[src/sv/tts_pkg.sv]
// Shared types, constants and fixed-point helpers of the tridiagonal solver.
package tts_pkg;

    localparam int DEF_MAX_ROWS  = 64;
    localparam int DEF_FRAC_BITS = 32;

    localparam logic [63:0] SMAX = 64'h7FFF_FFFF_FFFF_FFFF;
    localparam logic [63:0] SMIN = 64'h8000_0000_0000_0000;

    typedef struct packed {
        logic [63:0] lower_coef;
        logic [63:0] diag_coef;
        logic [63:0] upper_coef;
        logic [63:0] rhs_value;
        logic        last_row;
    } t_row;

    typedef struct packed {
        logic [63:0] solution;
        logic [5:0]  row_index;
        logic        last_value;
        logic        singular;
    } t_sol;

    typedef enum logic [3:0] {
        S_IDLE,
        S_DIV_W,
        S_MUL_D,
        S_MUL_R,
        S_WRITE,
        S_BK_RD,
        S_BK_SEL,
        S_BK_MUL,
        S_BK_DIV,
        S_EM_RD,
        S_EM_LD,
        S_EM_OUT
    } t_state;

    function automatic logic [63:0] mag64(input logic [63:0] a);
        mag64 = a[63] ? (64'd0 - a) : a;
    endfunction

    // Apply sign to a 128-bit magnitude and saturate to 64 bits.
    function automatic logic [63:0] pack_sat(input logic neg, input logic [63:0] hi,
                                             input logic [63:0] lo);
        if (neg) begin
            pack_sat = (hi != 64'd0 || lo > SMIN) ? SMIN : (64'd0 - lo);
        end else begin
            pack_sat = (hi != 64'd0 || lo > SMAX) ? SMAX : lo;
        end
    endfunction

    function automatic logic [63:0] sat_sub(input logic [63:0] a, input logic [63:0] b);
        logic [63:0] r;
        r = a - b;
        if (((a ^ b) & (a ^ r)) >> 63 != 64'd0) begin
            sat_sub = a[63] ? SMIN : SMAX;
        end else begin
            sat_sub = r;
        end
    endfunction

endpackage

[src/sv/tts_mul.sv]
// Fixed-point multiplier: four 32x32 partial products over successive cycles.
module tts_mul import tts_pkg::*; #(
    parameter int FRAC_BITS = DEF_FRAC_BITS
) (
    input  logic        i_clk,
    input  logic        i_rst_n,
    input  logic        i_start,
    input  logic [63:0] i_a,
    input  logic [63:0] i_b,
    output logic        o_done,
    output logic [63:0] o_res
);

    logic [63:0]  r_ma, r_mb, r_prod, r_res;
    logic         r_neg, r_busy, r_done;
    logic [127:0] r_acc;
    logic [2:0]   r_step;
    logic [1:0]   r_pstep;
    logic [31:0]  ah, bh;
    logic [127:0] shifted, pshift;

    assign ah = r_step[0] ? r_ma[63:32] : r_ma[31:0];
    assign bh = r_step[1] ? r_mb[63:32] : r_mb[31:0];

    always_comb begin
        case (r_pstep)
            2'd0:    pshift = {64'd0, r_prod};
            2'd3:    pshift = {r_prod, 64'd0};
            default: pshift = {32'd0, r_prod, 32'd0};
        endcase
    end

    assign shifted = r_acc >> FRAC_BITS;

    always_ff @(posedge i_clk) begin
        if (!i_rst_n) begin
            r_busy <= 1'b0;
            r_done <= 1'b0;
            r_step <= 3'd0;
        end else begin
            r_done <= 1'b0;
            if (i_start) begin
                r_busy <= 1'b1;
                r_step <= 3'd0;
            end else if (r_busy) begin
                r_step <= r_step + 3'd1;
                if (r_step == 3'd5) begin
                    r_busy <= 1'b0;
                    r_done <= 1'b1;
                end
            end
        end
    end

    always_ff @(posedge i_clk) begin
        if (i_start) begin
            r_ma  <= mag64(i_a);
            r_mb  <= mag64(i_b);
            r_neg <= i_a[63] ^ i_b[63];
            r_acc <= 128'd0;
        end else if (r_busy) begin
            if (r_step < 3'd4) begin
                r_prod  <= 64'(ah) * 64'(bh);
                r_pstep <= r_step[1:0];
            end
            if (r_step >= 3'd1 && r_step <= 3'd4) begin
                r_acc <= r_acc + pshift;
            end
            if (r_step == 3'd5) begin
                r_res <= pack_sat(r_neg, shifted[127:64], shifted[63:0]);
            end
        end
    end

    assign o_done = r_done;
    assign o_res  = r_res;

endmodule

[config.mk]
export PLATFORM = sky130hd
export DESIGN_NAME = tts_mul
export DESIGN_NICKNAME = d
export VERILOG_FILES = /design/src/sv/tts_pkg.sv /design/src/sv/tts_mul.sv
export SDC_FILE = /design/constraint.sdc
export NUM_CORES = 2
export LEC_CHECK = 0
export ABC_AREA = 1
export BUFFER_PORTS_ARGS = -buffer_cell sky130_fd_sc_hd__buf_2
export CORE_UTILIZATION = 45
export CTS_CLUSTER_DIAMETER = 50
export CTS_CLUSTER_SIZE = 8
export DETAILED_ROUTE_END_ITERATION = 8
export GPL_TIMING_DRIVEN = 0
export PLACE_DENSITY_LB_ADDON = 0.05
export REMOVE_ABC_BUFFERS = 1
export SLEW_MARGIN = 40
export SYNTH_ARGS = -nofsm -noshare
export SYNTH_HDL_FRONTEND = slang
export SYNTH_SLANG_ARGS = --single-unit
[constraint.sdc]
create_clock -name i_clk -period 7.7 [get_ports i_clk]
set_clock_uncertainty 0.1 [all_clocks]
set_input_delay 0 -clock i_clk [delete_from_list [all_inputs] [get_ports i_clk]]
set_output_delay 0 -clock i_clk [all_outputs]
set_load 0.01 [all_outputs]
; Yosys cells after proc, flatten, opt, wreduce, memory -nomap -nowiden
; Cells that the tools add are included.
[totals]
output_inout_bits = 65
inputBits = 131
ff_bits = 392
elab_cells = 51
[classes]
eq_ne = 2
mux = 12
bitwise_logic = 4
n_addsub = 5
n_reduce_logical = 10
n_lt_le_gt_ge = 5
n_mul = 1
[ops]
columns = op, count
row1 = $pmux 128 s2, 1
row2 = $mux 64, 3
row3 = $sub 1x64->64 const A, 3
row4 = $add 128x128->128, 1
row5 = $mux 63, 2
row6 = $gt 64x63->1 const B, 1
row7 = $gt 64x64->1 const B, 1
row8 = $mul 32x32->64, 1
row9 = $mux 32, 2
row10 = $reduce_bool 64->1, 1
row11 = $reduce_and 3->1, 2
row12 = $mux 1, 4
row13 = $add 3x1->3 const B, 1
row14 = $eq 3x3->1 const B, 1
row15 = $ge 3x1->1 const B, 1
row16 = $le 3x3->1 const B, 1
row17 = $lt 3x3->1 const B, 1
row18 = $not 1->1, 3
row19 = $reduce_or 3->1, 1
row20 = $eq 2x2->1 const B, 1
row21 = $logic_not 2->1, 1
row22 = $logic_or 1x1->1, 2
row23 = $reduce_and 2->1, 1
row24 = $reduce_or 2->1, 1
row25 = 2 further kinds, 2

; Longest topological paths before layout
[logic_depth]
ltp_word = 4
mapped_depth = 37
depth_no_buf = 33

; Worst setup path before layout
; OpenSTA, ideal clock, no wires.
[synth_timing]
path_type = register -> register
start = register r_step[1]
end = register r_prod[60] (data pin)
period_less_slack_ps = 7796
path_stages_with_launch = 34
t_required_ps = 7348
setup_ps = 252
path_slack_ps = -96
arrival_time_ps = 7444
cell_sequence = dfxtp_1 clkbuf_1 inv_1 clkbuf_1 or2_2 o21ai_1 clkbuf_1 nor2_1 fa_1 inv_1 fa_1 fa_1 fa_1 inv_1 fa_1 inv_1 fa_1 inv_1 fa_1 inv_1 fa_1 inv_1 ha_1 nand2_1 nor2_1 inv_1 nor3_1 nand2_1 nand3_1 inv_1 o21bai_1 nand3_1 nand3_1 nand2_1
[synth_between]
elab_chain_cells = 2
[synth_lines]
columns = element, line
row1 = "start, declared", tts_mul.sv:17  ; logic [2:0] r_step;
row2 = "start signal, assigned", tts_mul.sv:46  ; r_step <= r_step + 3'd1;
row3 = $mux 32, tts_mul.sv:23  ; assign bh = r_step[1] ? r_mb[63:32] : r_mb[31:0];
row4 = $mul 32x32->64, tts_mul.sv:63  ; r_prod <= 64'(ah) * 64'(bh);
row5 = "end signal, assigned", tts_mul.sv:63
row6 = "end, declared", tts_mul.sv:14  ; logic [63:0] r_ma, r_mb, r_prod, r_res;
; No other way between the ends.
; A chain may end at the register's enable or synchronous reset.

; Worst setup path after layout
[layout_timing]
start = register r_step[1]
end = register r_prod[49] (data pin)
; Same word-level chain as after synthesis.

==> flow_summary.yaml <==
sta:
  final.period_utilization: 1.01
  final-max-slew-violation-count: 0
  final.setup.worst_slack_ns: -0.103
  peak_clock_frequency_supported_by_timing_mhz: 128
  grt_setup_unrepaired: "yes"
  final_hold_viol_count: 0
  worst_hold_margin_ns: 0.0769
  report.final.setup_viol: 10
  pin_slew_with_the_least_headroom_to_its_limit_ns: 0.952
  min_period_ns: 7.80
  slew_headroom: 0.363
status:
  violations_in_the_final_reports: "negative setup slack"
  outcome: "finished, violations left"
place:
  placement.cell_area_mm2: 0.0722
  gp_congestion: 1.00
  hpwl_mm: 234
  dp_cells: 11700
  portBuffers: 195
clocking:
  tritoncts.num_buffers: 80
  clkLatencyLatePin_ns: 0.72
  cts_tree: "built"
  bufs_on_longest_clock_path: 3
  numClockSinks: 392
  count_of_h_tree_levels_built_during_cts: 3
  cts_root_buffer: "sky130_fd_sc_hd__clkbuf_16"
  path_clk_slew_ns: 0.05
final_layout:
  flow.area_growth_from_synthesis_pct: 23.3
  layout.cells.most_common: "sky130_fd_sc_hd__nand2_1"
  finalInstanceArea_mm2: 0.0831
  layout-drive-gt1-share: 0.128
  nets: 11900
  stdcell_count: 12400
  layout_common_cells: "2374 x sky130_fd_sc_hd__nand2_1, 2249 x sky130_fd_sc_hd__inv_1, 1332 x sky130_fd_sc_hd__nor2_1"
logic_synthesis:
  synthesis.yosys.warnings: 0
  syn_inst: 9716
  synth-main-ff-cell: "sky130_fd_sc_hd__edfxtp_1"
  postSynthRegisterBits: 392
  synthesis.area_mm2: 0.0674
  synth.avg_cell_area_um2: 6.94
  post_synthesis_sequential_area_ratio: 0.155
  yosys.cell_types.count: 55
  synth-async-reset-ratio: 0
  synth_enable_flop_cells: 259
worst_setup_path:
  endpoint_kind: "flop"
  timing.critical_path.mode_cell: "sky130_fd_sc_hd__fa_1"
  worstPathRequired_ns: 8.03
  worst_r2r_path_depth: 29
  worstPathMaxFanout: 17
  path_delay_family: "adder cells"
  critical_path_start_end_classification: "flop to flop"
  worst_path_largest_cell_delay_ns: 0.59
  worst-path-buf-inv: 9
  worst-endpoint-arrival_ns: 8.14
  cp-start-kind: "flop"
  worstReg2RegEnd: "r_prod[49]"
  cpMaxStageDelayCell: "sky130_fd_sc_hd__fa_1"
  r2r_setup_slack_ns: -0.10
  crit-reg2reg-launch: "r_step[1]"
routing:
  via_count: 65000
  wl_per_cell_um: 23.0
  drt_first_pass_iters: 5
  drt_wl_total_mm: 286
  detail_route.drc_violations: 0
  drt-initial-drc-count: 4937
  drtAntennaViolNets: 0
  route.detailed.vias_per_inst: 5.22
global_routing:
  global_route.usage.total: 0.373
  first_global_vias: 65500
  grt_first_pass_wirelength_mm: 413
  maximum_number_of_pins_on_one_net_before_global_route_repair: 88
  number_of_antenna_violations_at_the_first_check_in_global_routing: 0
  grt.overflow.total: 0
floorplanning:
  fp.dieH_um: 389
  die_width_um: 389
  start_util: 0.455
  ios: 196
  core_region_area_mm2: 0.148
  floorplan.die_area_mm2: 0.151
  fp-row-count: 141
worst_hold_path:
  min-delay-path-class: "input pin to flop"
  timing.hold.worst_path_depth: 4
  holdPathEnd: "r_step[0]"
  hold_path_startpoint: "i_rst_n"
flow_run:
  max_cap_viol_count: 0
[sequential cells by signal, indices dropped and copies added (netlist names)]
register / count
r_busy: 1
r_ma: 64
r_neg: 1
r_acc: 128
r_pstep: 2
o_done: 1
r_step: 3
r_mb: 64
r_prod: 64
o_res: 64
[tightest hold or removal path, stage by stage]
cell                            delay [ns]
sky130_fd_sc_hd__dlygate4sd3_1        0.53
sky130_fd_sc_hd__buf_2                0.12
sky130_fd_sc_hd__nand2_1              0.12
sky130_fd_sc_hd__a21oi_1              0.05
[synth_stat cells (64+ instances only)]
| cell | n | share of area |
|---|---|---|
| sky130_fd_sc_hd__dfxtp_1 | 133 | 0.040 |
| sky130_fd_sc_hd__or2_2 | 69 | 0.0064 |
| sky130_fd_sc_hd__o22ai_1 | 64 | 0.0059 |
| sky130_fd_sc_hd__edfxtp_1 | 259 | 0.12 |
| sky130_fd_sc_hd__nor3_1 | 96 | 0.0071 |
| sky130_fd_sc_hd__inv_1 | 2318 | 0.13 |
| sky130_fd_sc_hd__o21ai_1 | 107 | 0.0079 |
| sky130_fd_sc_hd__nand4_1 | 76 | 0.0071 |
| sky130_fd_sc_hd__nor2_1 | 1383 | 0.077 |
| sky130_fd_sc_hd__clkbuf_1 | 213 | 0.012 |
| sky130_fd_sc_hd__ha_1 | 398 | 0.074 |
| sky130_fd_sc_hd__nand2_1 | 2424 | 0.14 |
| sky130_fd_sc_hd__xor2_1 | 247 | 0.032 |
| sky130_fd_sc_hd__a21oi_1 | 227 | 0.017 |
| sky130_fd_sc_hd__fa_1 | 897 | 0.27 |
| sky130_fd_sc_hd__o21ai_0 | 243 | 0.018 |
| sky130_fd_sc_hd__nand3_1 | 265 | 0.020 |
[how the worst max path moves through the flow]
| stage | cells past startpoint | from | end |
|---|---|---|---|
| after global placement | 8 | r_step[1] | r_acc[64] |
| after CTS | 30 | r_step[1] | r_prod[49] |
| after global routing | 28 | r_step[1] | r_prod[49] |
| after floorplan | 7 | r_step[1] | r_acc[10] |
| after detailed placement | 29 | r_step[0] | r_prod[54] |
| final | 29 | r_step[1] | r_prod[49] |
[cells by family (layout without fill, tap and decap cells)]
family	Yosys count	count (layout)	share of synthesized area
other	0	2	0
XOR/XNOR	296	296	0.0385
adder cells (fa/ha/maj)	1295	1295	0.340
flip-flops	392	392	0.155
AO/OA/AOI/OAI	738	739	0.0592
AND/OR/NAND/NOR	4381	4381	0.260
buffers and inverters	2614	3411	0.147
[final cells by class]
cell class,count,area [um2]
fill,14200,65100
multi-input combinational,6711,49400
sequential,392,10400
inverter,2357,9300
timing repair buffer,903,8790
tap,1930,2410
clock buffer,107,2200
clock inverter,39,488
timing repair inverter,5,53.8
antenna,2,5.00
[per-layer routing]
| metal | routed length [um] | global-route usage | part of all wire |
|---|---|---|---|
| met5 | 0 | 0 | 0 |
| met4 | 25400 | 0.280 | 0.089 |
| met3 | 17800 | 0.0463 | 0.062 |
| met2 | 137000 | 0.637 | 0.48 |
| met1 | 106000 | 0.429 | 0.37 |
[per-stage QoR]
step | util | setup TNS [ns] | setup WS, ns
after CTS | 0.546 | -0.0373 | -0.0262
after global placement | 0.471 | -3207.89 | -20.61
after global routing | 0.561 | -4.86 | -0.255
final | 0.561 | -0.360 | -0.103
after detailed placement | 0.487 | -56.58 | -1.50
after floorplan | - | -516.31 | -5.08
[repair_timing]
action	in CTS	in global routing
endpoints found under the hold margin	285	0
endpoints found under the setup margin	51	42
cloned	11	7
pin swaps	113	75
resized for setup	416	256
hold buffers	236	0
setup buffers	205	131
Power is left out: the tool's default activity adds up to more than one toggle a clock period on the data nets, which glitch-free logic cannot reach.
