## config.mk

```make
export PLATFORM = sky130hd
export DESIGN_NAME = tts_div
export DESIGN_NICKNAME = d
export VERILOG_FILES = /design/src/sv/tts_pkg.sv /design/src/sv/tts_div.sv
export SDC_FILE = /design/constraint.sdc
export NUM_CORES = 1
export LEC_CHECK = 0
export ABC_CLOCK_PERIOD_IN_PS = 12100
export BUFFER_PORTS_ARGS = -buffer_cell sky130_fd_sc_hd__buf_2
export CELL_PAD_IN_SITES_DETAIL_PLACEMENT = 1
export CELL_PAD_IN_SITES_GLOBAL_PLACEMENT = 1
export CORE_MARGIN = 2
export CORE_UTILIZATION = 49
export DETAILED_ROUTE_END_ITERATION = 12
export PLACE_DENSITY_LB_ADDON = 0.1
export SETUP_SLACK_MARGIN = 0.4
export SLEW_MARGIN = 5
export SYNTH_ARGS = -nofsm -noshare
export SYNTH_HDL_FRONTEND = slang
export SYNTH_SLANG_ARGS = --single-unit
```

## constraint.sdc

```tcl
create_clock -name i_clk -period 12.1 [get_ports i_clk]
set_input_delay 1.21 -clock i_clk [delete_from_list [all_inputs] [get_ports i_clk]]
set_output_delay 1.21 -clock i_clk [all_outputs]
set_load 0.03 [all_outputs]
```

## src/sv/tts_pkg.sv

```systemverilog
// Shared types, constants and fixed-point helpers of the tridiagonal solver.
package tts_pkg;

    localparam int DEF_MAX_ROWS  = 64;
    localparam int DEF_FRAC_BITS = 32;

    localparam logic [63:0] SMAX = 64'h7FFF_FFFF_FFFF_FFFF;
    localparam logic [63:0] SMIN = 64'h8000_0000_0000_0000;

    typedef struct packed {
        logic [63:0] lower_coef;
        logic [63:0] diag_coef;
        logic [63:0] upper_coef;
        logic [63:0] rhs_value;
        logic        last_row;
    } t_row;

    typedef struct packed {
        logic [63:0] solution;
        logic [5:0]  row_index;
        logic        last_value;
        logic        singular;
    } t_sol;

    typedef enum logic [3:0] {
        S_IDLE,
        S_DIV_W,
        S_MUL_D,
        S_MUL_R,
        S_WRITE,
        S_BK_RD,
        S_BK_SEL,
        S_BK_MUL,
        S_BK_DIV,
        S_EM_RD,
        S_EM_LD,
        S_EM_OUT
    } t_state;

    function automatic logic [63:0] mag64(input logic [63:0] a);
        mag64 = a[63] ? (64'd0 - a) : a;
    endfunction

    // Apply sign to a 128-bit magnitude and saturate to 64 bits.
    function automatic logic [63:0] pack_sat(input logic neg, input logic [63:0] hi,
                                             input logic [63:0] lo);
        if (neg) begin
            pack_sat = (hi != 64'd0 || lo > SMIN) ? SMIN : (64'd0 - lo);
        end else begin
            pack_sat = (hi != 64'd0 || lo > SMAX) ? SMAX : lo;
        end
    endfunction

    function automatic logic [63:0] sat_sub(input logic [63:0] a, input logic [63:0] b);
        logic [63:0] r;
        r = a - b;
        if (((a ^ b) & (a ^ r)) >> 63 != 64'd0) begin
            sat_sub = a[63] ? SMIN : SMAX;
        end else begin
            sat_sub = r;
        end
    endfunction

endpackage

```

## src/sv/tts_div.sv

```systemverilog
// Fixed-point divider: restoring, one quotient bit per cycle, saturating.
module tts_div import tts_pkg::*; #(
    parameter int FRAC_BITS = DEF_FRAC_BITS
) (
    input  logic        i_clk,
    input  logic        i_rst_n,
    input  logic        i_start,
    input  logic [63:0] i_a,
    input  logic [63:0] i_b,
    output logic        o_done,
    output logic [63:0] o_res
);

    localparam int NW = 64 + FRAC_BITS;
    localparam int CW = $clog2(NW + 1);

    logic [NW-1:0] r_num;
    logic [63:0]   r_rem, r_d, r_q, r_res;
    logic          r_ovf, r_neg, r_busy, r_done;
    logic [CW-1:0] r_cnt;
    logic [64:0]   rem2, diff;
    logic          ge;

    assign rem2 = {r_rem, r_num[NW-1]};
    assign ge   = rem2 >= {1'b0, r_d};
    assign diff = rem2 - {1'b0, r_d};

    always_ff @(posedge i_clk) begin
        if (!i_rst_n) begin
            r_busy <= 1'b0;
            r_done <= 1'b0;
        end else begin
            r_done <= 1'b0;
            if (i_start) begin
                if (i_b == 64'd0) begin
                    r_done <= 1'b1;
                end else begin
                    r_busy <= 1'b1;
                end
            end else if (r_busy && r_cnt == CW'(0)) begin
                r_busy <= 1'b0;
                r_done <= 1'b1;
            end
        end
    end

    always_ff @(posedge i_clk) begin
        if (i_start) begin
            r_res <= i_a[63] ? SMIN : SMAX;
            r_num <= {mag64(i_a), FRAC_BITS'(0)};
            r_d   <= mag64(i_b);
            r_neg <= i_a[63] ^ i_b[63];
            r_rem <= 64'd0;
            r_q   <= 64'd0;
            r_ovf <= 1'b0;
            r_cnt <= CW'(NW);
        end else if (r_busy) begin
            if (r_cnt != CW'(0)) begin
                r_rem <= ge ? diff[63:0] : rem2[63:0];
                r_q   <= {r_q[62:0], ge};
                r_ovf <= r_ovf | r_q[63];
                r_num <= r_num << 1;
                r_cnt <= r_cnt - CW'(1);
            end else begin
                r_res <= pack_sat(r_neg, {63'd0, r_ovf}, r_q);
            end
        end
    end

    assign o_done = r_done;
    assign o_res  = r_res;

endmodule

```

==> Word-level counts from Yosys, hierarchy flattened <==
Cells that the tools add are included.
{ "totals": {"latch_bits": 0, "reg_bits": 331, "ram_bits": 0, "output_inout_bits": 65, "mem_count": 0, "romBits": 0} }
{ "classes": {"div": 0, "n_eq_ne": 2, "n_mul": 0, "magnitude_cmp": 3, "shift": 0, "n_mux": 19, "n_reduce_logical": 13, "bitwise_logic": 2, "add_sub_neg": 5} }
{ "op_table": {"columns": ["operator", "count"], "rows": [
  ["64-bit 2-to-1 mux", 9],
  ["96-bit 2-to-1 mux", 3],
  ["1-bit by 64-bit subtractor with 64-bit output, first input constant", 3],
  ["65-bit by 64-bit greater-or-equal comparator with 1-bit output", 1],
  ["64-bit by 63-bit greater-than comparator with 1-bit output, second input constant", 1],
  ["64-bit greater-than comparator, second input constant", 1],
  ["64-bit zero test", 1],
  ["64-bit subtractor", 1],
  ["63-bit 2-to-1 mux", 1],
  ["2-bit AND reduction", 4],
  ["7-bit zero test", 1],
  ["7-bit nonzero test", 1],
  ["7-bit by 1-bit subtractor with 7-bit output, second input constant", 1],
  ["1-bit 2-to-1 mux", 6],
  ["2-bit nonzero test", 3],
  ["2-bit != test, second input constant", 2],
  ["1-bit logical OR", 2],
  ["1-bit logical AND", 1],
  ["1-bit OR", 1],
  ["1-bit XOR", 1]
]} }

==> Depth between registers and ports, before layout <==
Gate-level depths: netlist of the first run.
{ "logic_depth": {"depth_word": 7, "ltp_mapped": 15, "depth_no_buf": 13} }

==> Worst setup path after synthesis of the first run <==
Ideal clock, no wire load.
{ "synth_path": {"kind": "register to register", "from": "reg r_cnt[2]", "to": "reg r_res[0], in the netlist o_res[0] (enable)", "path_slack_ns": 6.001, "stages_incl_launch_ff": 5, "arrival_time_ns": 5.522, "setup_ns": 0.577, "path_buffers": 0, "path_cell_list": "dfxtp_1 or3_1 nor2_1 nand3_1 o21ai_0"} }
{ "synth_via": {"elab_chain_cells": 3} }
{ "synth_lines": {"columns": ["item", "line_no", "source"], "rows": [
  ["start, declared", "tts_div.sv:20", "logic [CW-1:0] r_cnt;"],
  ["start signal, assigned", "tts_div.sv:56", "r_cnt <= CW'(NW);"],
  ["start signal, assigned", "tts_div.sv:63", "r_cnt <= r_cnt - CW'(1);"],
  ["7-bit nonzero test", "tts_div.sv:58", "if (r_cnt != CW'(0)) begin"],
  ["2-bit != test (no source line)", null, null],
  ["2-bit AND reduction (no source line)", null, null],
  ["end signal, assigned", "tts_div.sv:49", "r_res <= i_a[63] ? SMIN : SMAX;"],
  ["end signal, assigned", "tts_div.sv:65", "r_res <= pack_sat(r_neg, {63'd0, r_ovf}, r_q);"],
  ["end, declared", "tts_div.sv:18", "logic [63:0] r_rem, r_d, r_q, r_res;"]
]} }
Every way passes these cells.
A chain may end at the register's enable or synchronous reset.

==> Worst setup path after layout of the first run <==
{ "layout_path": {"from": "in i_b[0]", "to": "reg r_busy"} }
{ "layout_via": {"elab_chain_cells": 3} }
{ "layout_lines": {"columns": ["item", "line_no", "source"], "rows": [
  ["start, declared", "tts_div.sv:9", "input logic [63:0] i_b,"],
  ["64-bit zero test", "tts_div.sv:35", "if (i_b == 64'd0) begin"],
  ["2-bit != test (no source line)", null, null],
  ["2-bit AND reduction (no source line)", null, null],
  ["end signal, assigned", "tts_div.sv:30", "r_busy <= 1'b0;"],
  ["end signal, assigned", "tts_div.sv:38", "r_busy <= 1'b1;"],
  ["end signal, assigned", "tts_div.sv:41", "r_busy <= 1'b0;"],
  ["end, declared", "tts_div.sv:19", "logic r_ovf, r_neg, r_busy, r_done;"]
]} }
Every way passes these cells.

==> impl_metrics.ini, run 1 <==
[placement]
detailed_place_hpwl_mm = 44.05
place_congestion = 0.9026
portBuffers = 195

[finish]
layout.cells.most_common_list = nand2_1 (320), a21oi_1 (278), nor2_1 (229)
layout_commonest_cell = nand2_1
nNetsFinal = 2788
postLayoutCoreUtil = 0.5605
fill_cells = 5056
area_delta_synth_final_pct = 12.42
layout-drive-gt1-share = 0.1192

[clock_tree]
ctsHoldBuffers = 0
cts_tree = built
cts_num_sinks = 331
cts_buffers = 39
cts_resized = 0
clk_latency_ns = 0.57
clockBufferDepth = 3
clockRootBuffer = clkbuf_16
post_cts_buffers = 0
htree_num_levels = 2
path_clk_slew_ns = 0.06

[route]
drt_iter0_markers = 1224
vias_per_cell = 6.080
route.detailed.drc = 0
postRouteAntennaNets = 0
dr_total_vias = 19210
wl_per_cell_um = 19.90
dr.pass1.iters = 5
drt-total-wl_mm = 62.90

[setup_path]
cp-start-kind = input port
r2r-start = r_d[13]
r2r_setup_slack_ns = 7.54
worstSetupPathType = in2reg
end_kind = flip-flop
worstPathRequired_ns = 12.56
cp_max_fo = 7
reg2reg_depth = 13
r2r-end = r_rem[52]
arrival_ns = 5.21

[timing]
slew_viol_final = 0
post-route-period-util = 0.3926
hold_viol = 0
clock_skew_ns = 0.01016
period_minus_slack_ns = 4.751
max_freq_ghz = 0.2105
slew_headroom = 0.1172
tightestPinTransition_ns = 1.291
holdWs_ns = 0.4849
rsz0062_at_grt = no
tns_ns = 0
setup_viol = 0

[logic_synthesis]
async_reset_ff_frac = 0
synth_cell_types = 71
yosys_warnings = 0
ys_ff_latch = 331
seq_area_frac_synth = 0.4083
synth_edf_count = 193
synth.avg_cell_area_um2 = 8.411
synth_cells = 2492
syn-cell-area_um2 = 20960
synth-main-ff-cell = edfxtp_1
syn-num-nets = 2693

[floorplan]
die_w_um = 210.8
core_um2 = 42040
initial_core_util = 0.4986
pin_count = 196
die_h_um = 210.8
die-area_um2 = 44450
rows = 75

[hold_path]
worstHoldStart = r_rem[1]
hold_path_depth = 2
hp-class = reg2reg
hold-path-endpoint = r_rem[1]

[pwr]
total_leakage_power_nw = 9.379
p_per_area_nw_per_um2 = 139.2
ir_worst_vdd_v = 0.0001042

[global_route]
grt_overflow_total = 0
grt_pass1_vias = 19660
grt_max_degree = 158
track_usage = 0.2831
grt_pass1_wl_mm = 102.8
antenna_found_initial = 2

[status]
status = completed

[job]
drv_cap = 0
[critical path, cell delays in order]
cell and delay, ns:
buf_2 0.11, inv_1 0.06, ha_1 0.14, nor2b_1 0.29, nand3_1 0.20, or2_2 0.36
or3_1 0.47, or3_4 0.43, or3_1 0.38, or3_1 0.38, or4_4 0.45, or4_4 0.49
o211a_1 0.22
[layout make-up]
type,count,area (µm²),area share
Inverter,102,382.9,0.01625
Sequential cell,331,8558,0.3632
Multi-Input combinational cell,1899,11470,0.4867
Timing Repair Buffer,214,1141,0.04843
Antenna cell,3,7.507,0.0003186
Tap cell,539,674.4,0.02862
Clock inverter,22,304.0,0.01290
Clock buffer,50,1027,0.04359
[cell usage after synthesis (6+ instances only)]
master | n | share of area
and2_1 | 7 | 0.0021
clkbuf_1 | 140 | 0.025
nand3b_1 | 13 | 0.0047
buf_1 | 16 | 0.0029
a21o_1 | 50 | 0.018
o21bai_1 | 9 | 0.0032
o31ai_1 | 57 | 0.020
or2_2 | 7 | 0.0021
xnor2_1 | 91 | 0.038
xor2_1 | 78 | 0.033
nor4_1 | 17 | 0.0051
a211oi_1 | 35 | 0.013
o211ai_1 | 16 | 0.0057
edfxtp_1 | 193 | 0.28
and3_1 | 11 | 0.0033
a221oi_1 | 10 | 0.0042
nand4b_1 | 7 | 0.0029
or3_4 | 6 | 0.0032
nand4_1 | 23 | 0.0069
nor2b_1 | 12 | 0.0036
or4_1 | 20 | 0.0072
inv_1 | 102 | 0.018
ha_1 | 69 | 0.041
nand2_1 | 322 | 0.058
o211a_1 | 10 | 0.0048
or3_1 | 55 | 0.016
nand3_1 | 39 | 0.0093
nor3b_1 | 8 | 0.0029
mux2i_1 | 14 | 0.0067
nand2b_1 | 13 | 0.0039
nor2_1 | 231 | 0.041
a31oi_1 | 41 | 0.012
o41ai_1 | 16 | 0.0067
o21a_1 | 14 | 0.0050
a21boi_0 | 8 | 0.0029
o311ai_0 | 9 | 0.0038
nor3_1 | 87 | 0.021
o31a_1 | 8 | 0.0033
dfxtp_1 | 138 | 0.13
o21ai_0 | 145 | 0.035
a21oi_1 | 278 | 0.066
[sequential cells by signal, summed over array words and instances, names as in the netlist]
| name | cells |
|---|---|
| o_done | 1 |
| o_res | 64 |
| r_busy | 1 |
| r_cnt | 7 |
| r_d | 64 |
| r_neg | 1 |
| r_num | 64 |
| r_ovf | 1 |
| r_q | 64 |
| r_rem | 64 |
[routing by layer]
layer  global-route usage  up-vias  part of all wire
met5                    0        -                 0
met4              0.08135        0             0.023
met3              0.03628      101             0.047
met2               0.4725      454              0.48
met1               0.3859     9412              0.45
li1                     -     9247                 -
[power breakdown]
group | leakage, nW | total [mW] | switching (mW) | internal, mW
clock | 0.642 | 1.23 | 0.498 | 0.736
sequential | 3.03 | 1.33 | 0.0377 | 1.29
combinational | 5.71 | 0.716 | 0.470 | 0.246
[worst max path at each step]
stage / start / to / slack, ns / cells after the start
after global placement: i_b[1] / r_busy / 6.87 / 13
after global routing: r_d[13] / r_rem[52] / 7.17 / 13
after detailed placement: i_b[1] / r_busy / 6.80 / 13
after CTS: i_b[0] / r_busy / 7.39 / 13
after floorplan: r_cnt[2] / o_res[0] / 6.00 / 4
final: i_b[0] / r_busy / 7.35 / 13
[logic make-up after synthesis]
logic type	count (synthesis)	share of synthesized area
buffers and inverters	262	0.04716
muxes	19	0.009371
adders and majority gates	70	0.04214
AOI/OAI and AO/OA	745	0.2206
and+or+nand+nor	896	0.2019
DFF	331	0.4083
xor gates and xnor gates	169	0.07061
[through the flow]
stage                     setup slack, ns  cells  cell area (µm²)  total power [mW]
after floorplan                     6.001   2492            20960             1.842
after global placement              6.868   3085            22220             2.027
after detailed placement            6.796   3085            22220             2.058
after CTS                           7.389   3157            23550             3.302
after global routing                7.174   3159            23560             3.430
final                               7.349   3160            23560             3.280
(Power assumes the default switching activity.)
==> run 2: changes to the inputs <==
ABC_AREA = 1   (was unset)
ABC_CLOCK_PERIOD_IN_PS = 3850   (was 12100)
CORE_UTILIZATION = 40   (was 49)
clock period = 3.85 ns   (was 12.1 ns; I/O delays follow)
==> impl_metrics.ini, run 2 <==
[finish]
layout.cells.most_common_list = nand2_1 (1024), nor2_1 (598), inv_1 (568)
nNetsFinal = 4144
fill_cells = 8202
layout-drive-gt1-share = 0.08755
layout_commonest_cell = nand2_1
multi_input_area_um2 = 13560
area_delta_synth_final_pct = 12.91
seqCellArea_um2 = 8558

[logic_synthesis]
synth.avg_cell_area_um2 = 6.555
synth_area_leaders = edfxtp_1 (23%), nand2_1 (16%), dfxtp_1 (11%), nor2_1 (9.1%), inv_1 (8.6%)
synthAdderAreaFrac = 0.03570
yosysMostFrequentCell = nand2_1
synthSimpleGateAreaFrac = 0.3521
synth_cell_types = 46
synth_compound_area_frac = 0.1030
synth.top_cell.area_share = 0.2342
ys_ff_latch = 331
synth-main-ff-cell = edfxtp_1
seq_area_frac_synth = 0.3459
synth_edf_count = 193
synth_common_cells = nand2_1 (1025), nor2_1 (599), inv_1 (569), nand3_1 (224), edfxtp_1 (193)
yosysTopAreaCell = edfxtp_1
synth_cells = 3775
async_reset_ff_frac = 0
syn-num-nets = 3976
syn-cell-area_um2 = 24740
synth_top_family_by_area = simple AND/OR/NAND/NOR gates
muxShareOfSynthArea = 0
yosys_warnings = 0
synth_xor_area_frac = 0.05663

[timing]
rsz0062_at_grt = no
max_freq_ghz = 0.3167
slew_headroom = 0.2520
setup_viol = 0
period_minus_slack_ns = 3.157
tns_ns = 0
slew_viol_final = 0
hold_viol = 0
clock_skew_ns = 0.03753
tightestPinTransition_ns = 1.121
finalWorstSetupSlack_ns = 0.6927
post-route-period-util = 0.8201

[clock_tree]
clockRootBuffer = clkbuf_16
cts_tree = built
htree_num_levels = 2
clockBufferDepth = 3
cts_num_sinks = 331
cts_buffers = 41
path_clk_slew_ns = 0.06
clk_latency_ns = 0.59

[global_route]
grt_pass1_vias = 25370
gr-usage-met1 = 0.3849
grt_max_degree = 130
grt_pass1_wl_mm = 146.6
use_met2 = 0.5108
grt_overflow_total = 0
top_usage_layer = met2
grtUsageMet3 = 0.03728
track_usage = 0.2955
antenna_found_initial = 9

[placement]
place_congestion = 0.9524
dp_slack_ns = 0.2565
detailed_place_hpwl_mm = 74.76
portBuffers = 195

[job]
drv_cap = 0

[setup_path]
critPathBufInv = 3
cpMaxStageDelayCell = inv_2
cp_max_fo = 35
crit_family = simple AND/OR/NAND/NOR gates
end_kind = flip-flop
slowest_delay_ns = 0.62
worstPathRequired_ns = 4.28
worstSetupPathType = reg2reg
cp-start-kind = flip-flop
crit_path_cell_trace = inv_1 -> ha_1 -> nand2_1 -> inv_1 -> nand2_1 -> nand2_1 -> o21bai_1 -> a21oi_1 -> nand2_2 -> nand2_2 -> nand2_4 -> inv_2 -> nor2_1 -> nor2_1 -> nor2_1
arrival_ns = 3.58

[status]
status = completed

[route]
route.detailed.drc = 0
drt_iter0_markers = 1509
dr.pass1.iters = 6
wl_per_cell_um = 19.94
postRouteAntennaNets = 0
vias_per_cell = 5.283
dr_total_vias = 25200
drt-total-wl_mm = 95.11

[floorplan]
die_h_um = 252.7
die_w_um = 252.7
pin_count = 196
die-area_um2 = 63870
core_um2 = 61480
rows = 91
initial_core_util = 0.4025

[pwr]
total_leakage_power_nw = 13.47
p_per_area_nw_per_um2 = 351.1
ir_worst_vdd_v = 0.0003364

[hold_path]
hp-class = in2reg
==> run 2: cell types whose count changed in the layout (fill, tap and decap cells not counted), moves of 54 or more <==
cell	previous run	this run
a21oi_1	278	158
o31ai_1	57	3
nor2_1	229	598
inv_1	102	568
nand3_1	39	224
nand2_1	320	1024
xor2_1	78	141
or3_1	55	0
xnor2_1	91	19
nand4_1	23	87
o22ai_1	2	64
==> run 2: area by class of cell <==
class | instances | area share
clock buffer | 57 | 0.04142
antenna | 5 | 0.0004478
inverter | 581 | 0.07814
clock inverter | 18 | 0.008150
timing repair buffer | 227 | 0.04474
multi-input combinational | 2761 | 0.4854
sequential | 331 | 0.3063
tap | 790 | 0.03538
==> run 2: path summary, 6_finish.rpt <==
check	startpoint	to	cells past startpoint	slack, ns
setup reg to reg	r_d[32]	r_rem[36]	15	0.69
setup / recovery	r_d[32]	r_rem[36]	15	0.69
hold / removal	i_rst_n	r_busy	3	0.02
hold reg to reg	r_cnt[4]	r_cnt[4]	1	0.48
==> run 2: cell families after synthesis <==
kind of cell	count (synthesis)
and+or+nand+nor	2079
AOI/OAI and AO/OA	452
buffers and inverters	683
adders and majority gates	70
DFF	331
xor gates and xnor gates	160
==> run 2: stage by stage <==
| stage | power, mW | util | cell area (µm²) | hold slack, ns | cells |
|---|---|---|---|---|---|
| 4_1_cts | 9.894 | 0.4542 | 27930 | 0.001188 | 4765 |
| 3_5_place_dp | 5.864 | 0.4315 | 26530 | 0.4645 | 4689 |
| 6_report | 9.811 | 0.4544 | 27940 | 0.01966 | 4770 |
| 3_3_place_gp | 5.839 | 0.4315 | 26530 | 0.4579 | 4689 |
| 2_1_floorplan | 5.229 | - | 24750 | 0.4400 | 3775 |
| 5_1_grt | 10.22 | 0.4544 | 27940 | 0.02508 | 4769 |
==> run 2: what timing repair did <==
action / CTS / global route
gates resized for setup: 0 / 0
endpoints found under the hold margin: 1 / 0
hold buffers: 1 / 0
setup buffers: 0 / 0
==> run 2: routing by layer <==
layer | vias up | wire (µm)
met4 | 10 | 2817
met2 | 483 | 45540
met3 | 139 | 4115
li1 | 12460 | -
met5 | - | 62
met1 | 12110 | 42570
==> run 2: where the power goes <==
part | internal [mW] | switching (mW)
Sequential | 4.02 | 0.0726
Clock | 2.38 | 1.62
Combinational | 0.486 | 1.23
==> run 2: tightest hold or removal path, stage by stage <==
cell	delay, ns
buf_2	0.09
nand2_1	0.05
inv_1	0.04
